$ cat config.mk
export PLATFORM = sky130hd
export DESIGN_NAME = pge_ctrl
export DESIGN_NICKNAME = d
export VERILOG_FILES = /design/src/hdl/pge_pkg.sv /design/src/hdl/pge_ctrl.sv
export SDC_FILE = /design/constraint.sdc
export NUM_CORES = 1
export LEC_CHECK = 0
export ABC_AREA = 0
export BUFFER_PORTS_ARGS = -buffer_cell sky130_fd_sc_hd__buf_4
export CORE_AREA = 2 2 39 41
export DETAILED_ROUTE_END_ITERATION = 8
export DIE_AREA = 0 0 41 43
export HOLD_SLACK_MARGIN = 0.06
export SLEW_MARGIN = 20
export SYNTH_ARGS = -nofsm -noshare
export SYNTH_HDL_FRONTEND = slang
export SYNTH_SLANG_ARGS = --single-unit
$ cat constraint.sdc
create_clock -name clk -period 1.1 [get_ports clk]
set_input_delay 0.055 -clock clk [delete_from_list [all_inputs] [get_ports clk]]
set_output_delay 0.055 -clock clk [all_outputs]
set_load 0.005 [all_outputs]
$ cat src/hdl/pge_pkg.sv
// ----------------------------------------------------------------------------
// pge_pkg
// Shared types and constants for the previous greater element unit: payload
// structs, stack entry layout and controller/datapath command and status.
// ----------------------------------------------------------------------------
package pge_pkg;

  localparam int STACK_DEPTH = 1024;
  localparam int ADDR_W      = $clog2(STACK_DEPTH);
  localparam int CNT_W       = $clog2(STACK_DEPTH + 1);

  typedef struct packed {
    logic [31:0] item_tag;
    logic [31:0] item_value;
    logic        last_in_case;
  } in_item_t;

  typedef struct packed {
    logic        found;
    logic [31:0] previous_tag;
    logic        case_end;
    logic        overflow;
  } out_item_t;

  typedef struct packed {
    logic [31:0] tag;
    logic [31:0] value;
  } entry_t;

  // controller to datapath
  typedef struct packed {
    logic load_item;
    logic pop;
    logic load_top;
    logic finish;
  } pge_cmd_t;

  // datapath to controller
  typedef struct packed {
    logic pop_needed;
  } pge_sts_t;

endpackage

$ cat src/hdl/pge_ctrl.sv
// ----------------------------------------------------------------------------
// pge_ctrl
// Sequencer for one item: accept, pop entries while the top is not greater,
// then push and post the result. Owns the handshake valid/ready flags.
// ----------------------------------------------------------------------------
module pge_ctrl (
  input  logic              clk,
  input  logic              rst_n,
  input  logic              in_valid,
  output logic              in_ready,
  output logic              out_valid,
  input  logic              out_ready,
  input  pge_pkg::pge_sts_t sts,
  output pge_pkg::pge_cmd_t cmd
);
  import pge_pkg::*;

  typedef enum logic [1:0] {
    ST_IDLE,
    ST_CMP,
    ST_LOAD
  } state_t;

  state_t state_r;
  logic   out_valid_r;
  logic   out_free;

  // result slot frees up when empty or taken this cycle
  assign out_free = !out_valid_r || out_ready;

  assign in_ready      = (state_r == ST_IDLE);
  assign cmd.load_item = in_ready && in_valid;
  assign cmd.pop       = (state_r == ST_CMP) && sts.pop_needed;
  assign cmd.load_top  = (state_r == ST_LOAD);
  assign cmd.finish    = (state_r == ST_CMP) && !sts.pop_needed && out_free;

  // state and result valid
  always_ff @(posedge clk) begin
    if (!rst_n) begin
      state_r     <= ST_IDLE;
      out_valid_r <= 1'b0;
    end else begin
      if (cmd.finish) begin
        out_valid_r <= 1'b1;
      end else if (out_ready) begin
        out_valid_r <= 1'b0;
      end
      unique case (state_r)
        ST_IDLE: begin
          if (in_valid) begin
            state_r <= ST_CMP;
          end
        end
        ST_CMP: begin
          if (sts.pop_needed) begin
            state_r <= ST_LOAD;
          end else if (out_free) begin
            state_r <= ST_IDLE;
          end
        end
        ST_LOAD: begin
          state_r <= ST_CMP;
        end
        default: begin
          state_r <= ST_IDLE;
        end
      endcase
    end
  end

  assign out_valid = out_valid_r;

`ifndef NO_ASSERTIONS
  a_finish_room: assert property (@(posedge clk) disable iff (!rst_n)
    cmd.finish |-> !out_valid_r || out_ready)
    else $error("result written over a pending transfer");

  a_load_after_pop: assert property (@(posedge clk) disable iff (!rst_n)
    cmd.pop |=> cmd.load_top)
    else $error("pop not followed by top reload");

  a_finish_then_idle: assert property (@(posedge clk) disable iff (!rst_n)
    cmd.finish |=> in_ready && out_valid_r)
    else $error("no result or not idle after finish");
`endif

endmodule

# --- After elaboration in Yosys (flattened, before gate mapping) ---
# Index checks and enable logic that the tools add are counted.
# W data, S select, Z words.
totals:
  output_inout_bits: 6
  in_bits: 5
  elab_cells: 22
  register_bits: 3
classes:
  n_eq_ne: 4
  n_reduce_logical: 10
  muxes: 6
ops:
  columns: ["cell", "n"]
  rows:
  - ["$mux W2", 3]
  - ["$pmux W2 S3", 1]
  - ["$logic_and A1 B1 Y1", 4]
  - ["$ne A3 B3 Y1 const B", 1]
  - ["$eq A2 B1 Y1 const B", 1]
  - ["$eq A2 B2 Y1 const B", 1]
  - ["$logic_not A1 Y1", 2]
  - ["$logic_not A2 Y1", 1]
  - ["$mux W1", 2]
  - ["$ne A2 B2 Y1 const B", 1]
  - ["$reduce_and A2 Y1", 1]
  - ["$reduce_bool A2 Y1", 1]
  - ["$logic_or A1 B1 Y1", 1]

# --- Logic depth before layout (Yosys ltp) ---
logic_depth:
  ltp_word: 5
  ltp_mapped: 2
  mapped_depth_nobuf: 2

# --- Least setup slack after synthesis ---
# OpenSTA, ideal clock, no wires.
synth_timing:
  path_kind: "reg-to-reg"
  start: "reg state_r[1]"
  end: "reg state_r[0]"
  required_ns: 1.030
  setup_time_ns: 0.070
  slack_ns: 0.083
  path_buffers: 0
  period_less_slack_ns: 1.017
  stages_incl_launch_ff: 3
  t_arrival_ns: 0.948
  path_cell_list: "dfxtp_1 > or4b_1 > a21oi_1"
synth_via:
  elab_chain_len: 3
  word_cells_on_any_way: 7
  classes_between: "eq/ne: 4; mux: 1; reduce/logical: 2"
synth_lines:
  columns: ["element", "line", "source"]
  rows:
  - ["from (decl)", "pge_ctrl.sv:24", "state_t state_r;"]
  - ["from (signal assigned)", "pge_ctrl.sv:40", "state_r <= ST_IDLE;"]
  - ["from (signal assigned)", "pge_ctrl.sv:51", "state_r <= ST_CMP;"]
  - ["from (signal assigned)", "pge_ctrl.sv:56", "state_r <= ST_LOAD;"]
  - ["$eq A2 B1 Y1 / $logic_not A2 Y1 (equally long branches)", "pge_ctrl.sv:48", "unique case (state_r)"]
  - ["$ne A3 B3 Y1 (no source line) / $ne A2 B2 Y1 (equally long branches)", null, null]
  - ["$reduce_and A2 Y1 (no source line)", null, null]
# Parallel ways exist; a longest one is shown, timed or not.
# A chain may end at the register's enable or synchronous reset.

==> summary.md <==
| Metric | Value |
|---|---|
| Cell accounting for the most synthesized area | `dfxtp_1` |
| Via count | `183` |
| Reg area | `65.06 µm²` |
| Antenna Nets Post-Route | `0` |
| Full die area | `0.001763 mm²` |
| Avg Inst Size Synth | `9.509 µm²` |
| VDD IR max | `0.2799 mV` |
| Post-Route WL | `428 µm` |
| Final period util | `100.2%` |
| Worst EP arrival | `1050 ps` |
| Pwr Density | `1218 mW/mm²` |
| Clock Latency Late Sink | `240 ps` |
| Die X | `41 µm` |
| Setup CP Type | `register to output port` |
| Synth top area share | `42.11%` |
| Pwr Total | `0.0004023 W` |
| Iteration-0 DRC Markers | `0` |
| Highest clock rate | `907.7 MHz` |
| Global placer's final weighted congestion | `0.5036` |
| Post-Syn Nets | `20` |
| # H-tree levels | `1` |
| Hold Slack | `87.57 ps` |
| Finished Layout Cells | `49` |
| Via count of the first global-routing pass | `160` |
| Area Overhead vs Synth | `131.6%` |
| Top post-synthesis cells by area | `dfxtp_1 42%, nor2b_1 13%, and2_1 8.8%, and3b_2 7.0%, or4b_1 7.0%` |
| Num rows | `14` |
| Cell Area, Synth | `142.6 µm²` |
| Relative slew slack | `82.85%` |
| Die height | `43 µm` |
| Register area share after synthesis | `42.11%` |
| Max-Cap Viols | `0` |
| RSZ-0062 raised after global routing | `yes` |
| Cells after Synth | `15` |
| CTS clk-pin slew, worst paths | `40 ps` |
| Worst-margin pin slew | `256.7 ps` |
| GR Util All Layers | `6.212%` |
| First-pass GRT wire length | `565 µm` |
| # nets final | `39` |
| Core Footprint | `0.001384 mm²` |
| Leakage power | `0.1472 nW` |
| I/O pin count | `11` |
| CTS tree | `built` |
| CTS root buffer | `clkbuf_4` |
| Number of fill cells | `149` |
| Initial antenna violation count | `0` |
| Clk_skew | `1.165 ps` |
| Outcome | `complete, but fails checks` |
| Fin. Hold Viols | `0` |
| Fin crit period | `1102 ps` |
| Met1 GRT Util | `2.875%` |
| Layout cells sized above 1 | `66.67%` |
| Initial Util | `10.31%` |
| Failing checks | `negative setup slack` |
| Drt first pass iters | `1` |
| # DRC | `0` |
| CTS max path bufs | `2` |
| Fin. max-slew vios | `0` |
| Final setup margin | `-1.689 ps` |
| Antenna cells | `0` |
| Yosys warnings | `0` |
| Largest net degree at the start of global routing | `6` |
| Worst EP required | `1040 ps` |
| IO Port Bufs | `10` |
| FF+latch count, synth | `3` |
| TritonCTS buffer count | `3` |
| Num Clock Sinks | `3` |
| Final setup vio count | `1` |
| Drt wl/cell | `8.735 µm` |
| DP Cell Count | `42` |
| Global route hottest layer | `met3` |
| Routing usage on met2 | `8.125%` |
| Fin util | `23.87%` |
| Dpl ws | `79.13 ps` |
| Vias per Instance | `3.735` |
| Path category of the worst min-delay check | `primary input to register` |
| CP Capture Type | `output port` |
| Grt ovf | `0` |
| Area of the multi-input gates | `103.9 µm²` |
| Count of cell types in the netlist | `10` |
| Critical path startpoint category | `register` |
| Met3 GRT Util | `9.424%` |
| Worst Path Max Fanout | `4` |
-- worst max-delay path, cell delays in order, from the launching register on --
cell	delay [ps]
dfxtp_2	360
buf_6	110
and3b_2	200
buf_4	130
-- metrics by stage --
step           cell area (µm²)  TNS [ps]
3_3_place_gp             245.2         0
3_5_place_dp             245.2         0
5_1_grt                  330.3    -124.6
4_1_cts                  309.0    -6.246
2_1_floorplan            142.6         0
6_report                 330.3    -1.689
-- state kept, by name, indices dropped and copies added, names as in the netlist --
register,count
out_valid,1
state_r,2
-- power by group --
group           total, W  switching [W]  internal [W]
Combinational  0.0000805      0.0000248     0.0000557
Sequential      0.000124     0.00000731      0.000116
Clock           0.000198      0.0000619      0.000136
-- layer usage --
layer | part of all wire [%] | wire, µm
met1 | 31 | 133
met2 | 52 | 224
met3 | 17 | 71
met4 | 0 | 0
met5 | 0 | 0
-- cell usage in the layout (no fill, tap or decap) --
master and n:
and3b_2 1, nor3b_4 1, a21oi_1 1, dfxtp_2 1
buf_6 2, nor2b_4 1, dfxtp_4 1, nor2b_1 2
clkbuf_1 1, o21a_1 1, dfxtp_1 1, and2_1 2
dlygate4sd3_1 1, clkbuf_4 3, nor2_2 1, or4b_1 1
o31ai_1 1, buf_4 11
-- cell usage after synthesis (all sizes together) --
master  count
dfxtp       3
o21a        1
nor2        1
nor3b       1
a21oi       1
or4b        1
and3b       1
o31ai       1
and2        2
nor2b       3
-- layout make-up --
class | count | area share [%]
flip-flops and latches | 3 | 19.70
multi-input cells | 12 | 31.44
well taps | 16 | 6.061
clock buffers | 4 | 7.955
repair buffers | 14 | 34.85
-- what timing repair did --
| action | in CTS | in global routing |
|---|---|---|
| gates resized for setup | 6 | 4 |
| endpoints found under the setup margin | 1 | 3 |
| hold buffers | 1 | 0 |
| buffers inserted | 1 | 1 |
| hold endpoints to repair | 2 | 0 |
-- final timing paths --
check	startpoint	endpoint	slack, ps	cells past startpoint
worst min register to register	state_r[0]	state_r[0]	450	1
worst min-delay path	out_ready	state_r[0]	90	3
worst max register to register	state_r[1]	state_r[0]	40	2
worst max-delay path	state_r[1]	cmd[2]	-2	3
-- logic make-up after synthesis --
group           synth area share [%]
simple gates                   43.86
compound gates                 14.04
flops                          42.11
Power figures use the tool's default switching activity.
